[src/cabac_pkg.sv]
// cabac_pkg: shared types, operation codes and probability tables for the
// cabac binary arithmetic decoder. No dependencies.

package cabac_pkg;

   // operation codes
   localparam logic [2:0] OP_REGULAR   = 3'd0;
   localparam logic [2:0] OP_BYPASS    = 3'd1;
   localparam logic [2:0] OP_TERMINATE = 3'd2;
   localparam logic [2:0] OP_START     = 3'd3;
   localparam logic [2:0] OP_INIT      = 3'd4;

   // register addresses
   localparam logic [2:0] REG_SLICE_QP = 3'd0;

   localparam int VALUE_W = 26;
   localparam int RANGE_W = 9;
   localparam int BITS_W  = 5;
   localparam int CTX_W   = 7;

   localparam logic [RANGE_W-1:0] RANGE_START   = 9'h1FE;
   localparam logic [RANGE_W-1:0] RANGE_QUARTER = 9'h100;
   localparam logic [BITS_W-1:0]  BITS_START    = 5'd15;
   localparam logic [BITS_W-1:0]  BITS_REFILL   = 5'd16;
   localparam logic [5:0]         QP_MAX        = 6'd51;

   typedef struct packed {
      logic [2:0]  operation;
      logic [15:0] stream_word;
      logic [7:0]  lead_byte;
      logic [7:0]  init_slope;
      logic [7:0]  init_offset;
   } item_type;

   typedef struct packed {
      logic       bin;
      logic       word_consumed;
   } result_type;

   typedef struct packed {
      logic [VALUE_W-1:0] code_value;
      logic [RANGE_W-1:0] code_range;
      logic [BITS_W-1:0]  bits_left;
   } engine_state_type;

   typedef struct packed {
      logic             we;
      logic [CTX_W-1:0] wdata;
   } ctx_write_type;

   localparam logic [7:0] LPS_TAB [64][4] = '{
      '{128,176,208,240},'{128,167,197,227},'{128,158,187,216},'{123,150,178,205},
      '{116,142,169,195},'{111,135,160,185},'{105,128,152,175},'{100,122,144,166},
      '{95,116,137,158},'{90,110,130,150},'{85,104,123,142},'{81,99,117,135},
      '{77,94,111,128},'{73,89,105,122},'{69,85,100,116},'{66,80,95,110},
      '{62,76,90,104},'{59,72,86,99},'{56,69,81,94},'{53,65,77,89},
      '{51,62,73,85},'{48,59,69,80},'{46,56,66,76},'{43,53,63,72},
      '{41,50,59,69},'{39,48,56,65},'{37,45,54,62},'{35,43,51,59},
      '{33,41,48,56},'{32,39,46,53},'{30,37,43,50},'{29,35,41,48},
      '{27,33,39,45},'{26,31,37,43},'{24,30,35,41},'{23,28,33,39},
      '{22,27,32,37},'{21,26,30,35},'{20,24,29,33},'{19,23,27,31},
      '{18,22,26,30},'{17,21,25,28},'{16,20,23,27},'{15,19,22,25},
      '{14,18,21,24},'{14,17,20,23},'{13,16,19,22},'{12,15,18,21},
      '{12,14,17,20},'{11,14,16,19},'{11,13,15,18},'{10,12,15,17},
      '{10,12,14,16},'{9,11,13,15},'{9,11,12,14},'{8,10,12,14},
      '{8,9,11,13},'{7,9,11,12},'{7,9,10,12},'{7,8,10,11},
      '{6,8,9,11},'{6,7,9,10},'{6,7,8,9},'{2,2,2,2}
   };

   localparam logic [5:0] LPS_NEXT [64] = '{
      0,0,1,2,2,4,4,5,6,7,8,9,9,11,11,12,
      13,13,15,15,16,16,18,18,19,19,21,21,22,22,23,24,
      24,25,26,26,27,27,28,29,29,30,30,30,31,32,32,33,
      33,33,34,34,35,35,35,36,36,36,37,37,37,38,38,63
   };

   // renormalization shift: doublings until the lps range reaches a quarter
   function automatic logic [3:0] renorm_shift(input logic [7:0] rlps);
      logic [3:0] sh;
      sh = 4'd8;
      for (int i = 0; i < 8; i++) begin
         if (rlps[i]) begin
            sh = 4'(7 - i + 1);
         end
      end
      return sh;
   endfunction

endpackage

[src/cabac_engine.sv]
// cabac_engine: next-state logic of the arithmetic decoder for one item.
// Depends on cabac_pkg for tables, codes and types.

module cabac_engine
   import cabac_pkg::*;
(
   input  item_type         item,
   input  engine_state_type cur,
   input  logic [CTX_W-1:0] ctx,
   input  logic [5:0]       slice_qp,
   output engine_state_type nxt,
   output result_type       res,
   output ctx_write_type    ctx_wr
);

   logic [5:0]         st;
   logic               mps;
   logic [7:0]         rlps;
   logic [RANGE_W-1:0] r_reg;
   logic [RANGE_W-1:0] r_term;
   logic [39:0]        sr_reg;
   logic [39:0]        sr_term;
   logic [39:0]        sr_byp;
   logic [39:0]        val_ext;
   logic [VALUE_W-1:0] v_lps;
   logic [VALUE_W-1:0] v_refill;
   logic [3:0]         sh;
   logic [BITS_W-1:0]  bl_byp;
   logic [VALUE_W-1:0] v_byp;
   logic [39:0]        vb_ext;
   logic [5:0]         qp;
   logic signed [13:0] prod;
   logic signed [10:0] pre;
   logic [5:0]         st_n;

   // table lookups and scaled ranges
   always_comb begin
      st       = ctx[5:0];
      mps      = ctx[6];
      rlps     = LPS_TAB[st][cur.code_range[7:6]];
      r_reg    = cur.code_range - RANGE_W'(rlps);
      r_term   = cur.code_range - 9'd2;
      sr_reg   = 40'(r_reg) << cur.bits_left;
      sr_term  = 40'(r_term) << cur.bits_left;
      val_ext  = 40'(cur.code_value);
      v_lps    = cur.code_value - sr_reg[VALUE_W-1:0];
      v_refill = {cur.code_value[9:0], item.stream_word};
      sh       = renorm_shift(rlps);
      bl_byp   = (cur.bits_left <= 5'd1) ? BITS_REFILL : cur.bits_left - 5'd1;
      v_byp    = (cur.bits_left <= 5'd1) ? v_refill : cur.code_value;
      sr_byp   = 40'(cur.code_range) << bl_byp;
      vb_ext   = 40'(v_byp);
      qp       = (slice_qp > QP_MAX) ? QP_MAX : slice_qp;
      prod     = $signed(item.init_slope) * $signed({1'b0, qp});
      pre      = 11'(prod >>> 4) + 11'($signed(item.init_offset));
   end

   // per-operation update
   always_comb begin
      nxt    = cur;
      res    = '0;
      ctx_wr = '0;
      st_n   = st;
      case (item.operation)
         OP_REGULAR: begin
            ctx_wr.we = 1'b1;
            if (val_ext >= sr_reg) begin
               res.bin         = ~mps;
               st_n            = LPS_NEXT[st];
               nxt.code_range  = RANGE_W'({1'b0, rlps} << sh);
               if (cur.bits_left > 5'(sh)) begin
                  nxt.bits_left  = cur.bits_left - 5'(sh);
                  nxt.code_value = v_lps;
               end else begin
                  nxt.bits_left     = cur.bits_left + BITS_REFILL - 5'(sh);
                  nxt.code_value    = {v_lps[9:0], item.stream_word};
                  res.word_consumed = 1'b1;
               end
               ctx_wr.wdata = {mps ^ (st == 6'd0), st_n};
            end else begin
               res.bin = mps;
               if (st < 6'd62) begin
                  st_n = st + 6'd1;
               end
               if (r_reg < RANGE_QUARTER) begin
                  nxt.code_range = {r_reg[7:0], 1'b0};
                  if (cur.bits_left > 5'd1) begin
                     nxt.bits_left = cur.bits_left - 5'd1;
                  end else begin
                     nxt.bits_left     = BITS_REFILL;
                     nxt.code_value    = v_refill;
                     res.word_consumed = 1'b1;
                  end
               end else begin
                  nxt.code_range = r_reg;
               end
               ctx_wr.wdata = {mps, st_n};
            end
         end
         OP_BYPASS: begin
            nxt.bits_left     = bl_byp;
            res.word_consumed = (cur.bits_left <= 5'd1);
            if (vb_ext >= sr_byp) begin
               nxt.code_value = v_byp - sr_byp[VALUE_W-1:0];
               res.bin        = 1'b1;
            end else begin
               nxt.code_value = v_byp;
            end
         end
         OP_TERMINATE: begin
            if (val_ext < sr_term) begin
               if (r_term >= RANGE_QUARTER) begin
                  nxt.code_range = r_term;
               end else begin
                  nxt.code_range = {r_term[7:0], 1'b0};
                  if (cur.bits_left > 5'd1) begin
                     nxt.bits_left = cur.bits_left - 5'd1;
                  end else begin
                     nxt.bits_left     = BITS_REFILL;
                     nxt.code_value    = v_refill;
                     res.word_consumed = 1'b1;
                  end
               end
            end else begin
               res.bin = 1'b1;
            end
         end
         OP_START: begin
            nxt.code_value    = {2'b00, item.lead_byte, item.stream_word};
            nxt.bits_left     = BITS_START;
            nxt.code_range    = RANGE_START;
            res.word_consumed = 1'b1;
         end
         OP_INIT: begin
            ctx_wr.we = 1'b1;
            if (pre >= 11'sd64) begin
               ctx_wr.wdata = (pre > 11'sd126) ? {1'b1, 6'd62}
                                               : {1'b1, 6'(pre - 11'sd64)};
            end else begin
               ctx_wr.wdata = (pre < 11'sd1) ? {1'b0, 6'd62}
                                             : {1'b0, 6'(11'sd63 - pre)};
            end
         end
         default: begin
            nxt = cur;
         end
      endcase
   end

endmodule

[config.mk]
export PLATFORM = sky130hd
export DESIGN_NAME = cabac_engine
export DESIGN_NICKNAME = d
export VERILOG_FILES = /design/src/cabac_pkg.sv /design/src/cabac_engine.sv
export SDC_FILE = /design/constraint.sdc
export NUM_CORES = 1
export LEC_CHECK = 0
export BUFFER_PORTS_ARGS = -buffer_cell sky130_fd_sc_hd__clkbuf_2
export CAP_MARGIN = 20
export CELL_PAD_IN_SITES_DETAIL_PLACEMENT = 0
export CELL_PAD_IN_SITES_GLOBAL_PLACEMENT = 2
export CORE_ASPECT_RATIO = 1.2
export CORE_UTILIZATION = 38
export DETAILED_ROUTE_END_ITERATION = 10
export PLACE_DENSITY_LB_ADDON = 0.1
export SYNTH_ARGS = -nofsm -noshare
export SYNTH_HDL_FRONTEND = slang
export SYNTH_SLANG_ARGS = --single-unit
[constraint.sdc]
create_clock -name vclk -period 35.3
set_clock_uncertainty 0.2 [all_clocks]
set_input_delay 7.06 -clock vclk [all_inputs]
set_output_delay 7.06 -clock vclk [all_outputs]
set_load 0.01 [all_outputs]
**After elaboration in Yosys (flattened, before gate mapping)**

Memory sizes are Yosys's and may differ from the RTL's.
Index checks and enable logic that the tools add are counted.

- Memories: 2
- Bits in read-only memories: 2432
- Register bits: 0
- Word-level logic and storage cells: 93
- Input bits: 96
- Output and inout port bits: 50

Memories:

| name | depth | width | rd ports | clocked after memory_dff | wr ports | line | RTL |
|---|---|---|---|---|---|---|---|
| (name not given) | 64 | 32 | 1 | 0 | 0 | cabac_engine.sv:40 | `rlps = LPS_TAB[st][cur.code_range[7:6]];` |
| (name not given) | 64 | 6 | 1 | 0 | 0 | cabac_engine.sv:69 | `st_n = LPS_NEXT[st];` |

- Reductions and logical operators: 2
- Multiply operators: 1
- Shift operators: 4
- $lt $le $gt $ge: 15
- Add/subtract/negate cells: 12
- Bitwise operators: 4
- Equality and inequality tests: 4
- Mux-type cells: 49

Operator list:

| operator | number |
|---|---|
| $mux 26 | 6 |
| $shl 9x5->40 | 3 |
| $pmux 26 s4 | 1 |
| $ge 26x40->1 | 2 |
| $mux 40 | 2 |
| $mux 32 | 2 |
| $sub 26x26->26 | 2 |
| $lt 26x40->1 | 1 |
| $mux 6 | 6 |
| $mux 4 | 7 |
| $pmux 9 s3 | 1 |
| $mux 5 | 5 |
| $pmux 5 s4 | 1 |
| $mux 9 | 2 |
| $bmux 8 s2 | 1 |
| $mux 8 | 2 |
| $pmux 8 s2 | 1 |
| $mul 8x7->14 | 1 |
| $mux 7 | 2 |
| $add 10x8->11 | 1 |
| $ge 11x8->1 const B | 1 |
| $gt 11x8->1 const B | 1 |
| $lt 11x2->1 const B | 1 |
| $sub 5x4->5 | 2 |
| 30 further kinds | 37 |

**Depth between registers and ports, before layout**

- Depth after elaboration: 18
- Gate-level depth with buffers: 40
- Gate-level depth less buffers: 34

**Worst setup path before layout**

OpenSTA, ideal clock, no wires.

- Path kind: input to output
- From: input ctx[2]
- To: output ctx_wr[5] (netlist name)
- Data required time: 28.040 ns
- Cell stages on the path: 34
- Buffers on the path: 7
- Slack: 13.525 ns
- Arrival time: 14.515 ns
- Cells stage by stage: buf_2 -> buf_2 -> clkbuf_1 -> inv_1 -> ha_1 -> o311a_1 -> nor3b_1 -> a21oi_1 -> mux4_2 -> ha_1 -> fa_1 -> nand2b_1 -> a211oi_1 -> mux2_2 -> or2_2 -> clkbuf_1 -> clkbuf_1 -> buf_1 -> a21oi_1 -> a21oi_1 -> mux2_2 -> nand2_1 -> ha_1 -> and4_1 -> and2_1 -> a41oi_1 -> o21ai_0 -> o21ai_1 -> or2_2 -> o41ai_4 -> buf_4 -> nor4_1 -> mux2i_1 -> o31ai_1

RTL lines:

| item | line | RTL |
|---|---|---|
| start: declaration | cabac_engine.sv:9 | `input logic [CTX_W-1:0] ctx,` |
| end: declaration | cabac_engine.sv:13 | `output ctx_write_type ctx_wr` |

==> reports/metrics.yaml <==
dieArea_sq_mm: 0.0411
crit_path_frequent_cell: "ha_1"
die_h_microns: 222
synth_compound_area_share_pct: 36.8
seq_cells: 0
coreArea_sq_mm: 0.0397
fin_ws_ns: 11.47
setup_tns_ns: 0
cp_slowest_cell: "ha_1"
max_freq_mhz: 42.0
tightestPinTransition_ns: 0.948
grt_max_degree: 86
die_x_microns: 185
synth_nets: 2562
setup_viol: 0
ff_latch_area_sq_um: 0
grt.total_usage_pct: 33.8
post_drt_wl_per_cell_microns: 25.3
yosysWarnings: 0
p_total_w: 0.000577
placed_cell_area_sq_mm: 0.0163
slew_headroom_pct: 36.8
holdWs_ns: 14.38
ioPinCount: 146
hold_violations: 0
cts_resized: 0
area_growth_pct: 6.59
ys_top_cells_by_area: "ha_1 (13%), a21oi_1 (6.4%), nand2_1 (5.8%)"
drc: 0
rsz0062_at_grt: "no"
netlist-cell-type-count: 100
row_count: 80
use_met1_pct: 41.3
via_count: 18200
crit_required_ns: 28.04
slowest_delay_ns: 0.62
crit_type: "input port to output pin"
netlist_area_sq_mm: 0.0153
synth_xor_area_share_pct: 5.04
cts_setup_buffers: 0
slew_violations: 0
first_iter_violations: 1620
max-vdd-ir-drop_uv: 92.5
layout_commonest_cell: "nand2_1"
synth_top_family_by_area: "compound AO/OA/AOI/OAI gates"
p_leak_nw: 6.93
hpwl_microns: 56300
p_sw_share_pct: 61.4
grt_pass1_wl_microns: 106000
post-place-ws_ns: 11.78
critPathArrivalTime_ns: 16.57
pwr-share-seq_pct: 0
power.switching_w: 0.000354
place.gp.congestion: 0.953
syn_area_per_cell_sq_um: 6.75
detail_route.first_pass.iterations: 6
crit_path_start_kind: "input port"
nets: 2584
endpoint_kind: "output pin"
hp-class: "input port to output pin"
yosys.area_share.adder_pct: 18.1
power.internal_w: 0.000222
max_cap_violations: 0
muxShareOfSynthArea_pct: 8.01
met3_usage_pct: 3.38
p_per_area_mw_per_mm2: 35.3
synth_top_area_cell: "ha_1"
wl_microns: 71400
final_cell_mix: "nand2_1 (235), nor2_1 (195), a21oi_1 (195), inv_1 (160), ha_1 (157)"
first_global_vias: 17400
antenna_left: 0
yosysTopAreaCellShare_pct: 12.8
ys_seq_area_share_pct: 0
drive_above_1_share_pct: 12.5
start_util_pct: 38.5
clkbuf_count: 0
diodes: 0
grt_busiest_layer: "met2"
vias_per_cell: 6.46
design_area_sq_mm: 0.0163
status: "finished, final reports clean"
postSynthCellCount: 2269
fin_crit_sh_pct: 67.5
clockPowerShare_pct: 0
port_buffers: 146
global_route.usage.met2_pct: 56.3
combPwrFrac_pct: 100.0
synth-simple-area-share_pct: 23.7
grt_overflow: 0
antenna_found_initial: 1
period_needed_ns: 23.83
cp_max_fo: 52
cts-hold-fix-buffers: 0
-- path summary, 6_finish.rpt --
kind	start	end	slack (ns)	cells after the start
setup / recovery	ctx[0]	nxt[32]	11.47	36
hold / removal	item[23]	nxt[37]	14.38	4
-- metal layers --
metal	wire length (microns)	up-vias
met4	5250	0
met3	4410	221
met5	0	-
li1	-	8446
met2	33500	880
met1	28300	8673
-- final cells by class --
| type | instances | area (sq um) |
|---|---|---|
| well taps | 533 | 667 |
| fillers | 4378 | 23400 |
| inverters | 166 | 623 |
| repair buffers | 181 | 993 |
| multi-input cells | 1942 | 14000 |
-- power by group through the flow --
stage | clock network, W | logic, W | registers, W
floorplan | 0 | 0.000421 | 0
global placement | 0 | 0.000568 | 0
detailed placement | 0 | 0.000569 | 0
CTS | 0 | 0.000572 | 0
global route | 0 | 0.000638 | 0
finish | 0 | 0.000577 | 0
-- cells in the mapped netlist (all sizes together), types with 19 or more instances --
library cell and instances:
or2 20, nand3 51, nor2 200, a31oi 35
a21o 33, nand2b 43, clkbuf 108, o21ai 150
a21oi 195, xor2 33, o21a 20, a221oi 22
o221ai 24, o31ai 26, fa 40, nor2b 23
inv 161, buf 53, nor3 50, o211ai 52
ha 157, or3 19, mux2i 64, a211oi 30
xnor2 53, nand2 235, and2 51
-- critical path: cells and delay by family --
kind                     cells  cell delay (ns)
buffers and inverters        7             1.68
multiplexers                 1             0.40
AND/OR/NAND/NOR              6             1.19
AO/OA/AOI/OAI               17             4.28
adder cells (fa/ha/maj)      5             1.92
-- per-stage QoR --
| step | util (%) | instances |
|---|---|---|
| 6_report | 41.1 | 2822 |
| 2_1_floorplan | - | 2269 |
| 3_3_place_gp | 41.0 | 2821 |
| 3_5_place_dp | 41.1 | 2822 |
| 4_1_cts | 41.1 | 2822 |
| 5_1_grt | 41.1 | 2822 |
-- cells by family after synthesis --
family | after synthesis
xor+xnor | 86
buf+inv | 327
simple gates | 760
mux | 98
fa+ha+maj | 197
compound gates | 801
Note: power is estimated with default switching activity, not from simulation.
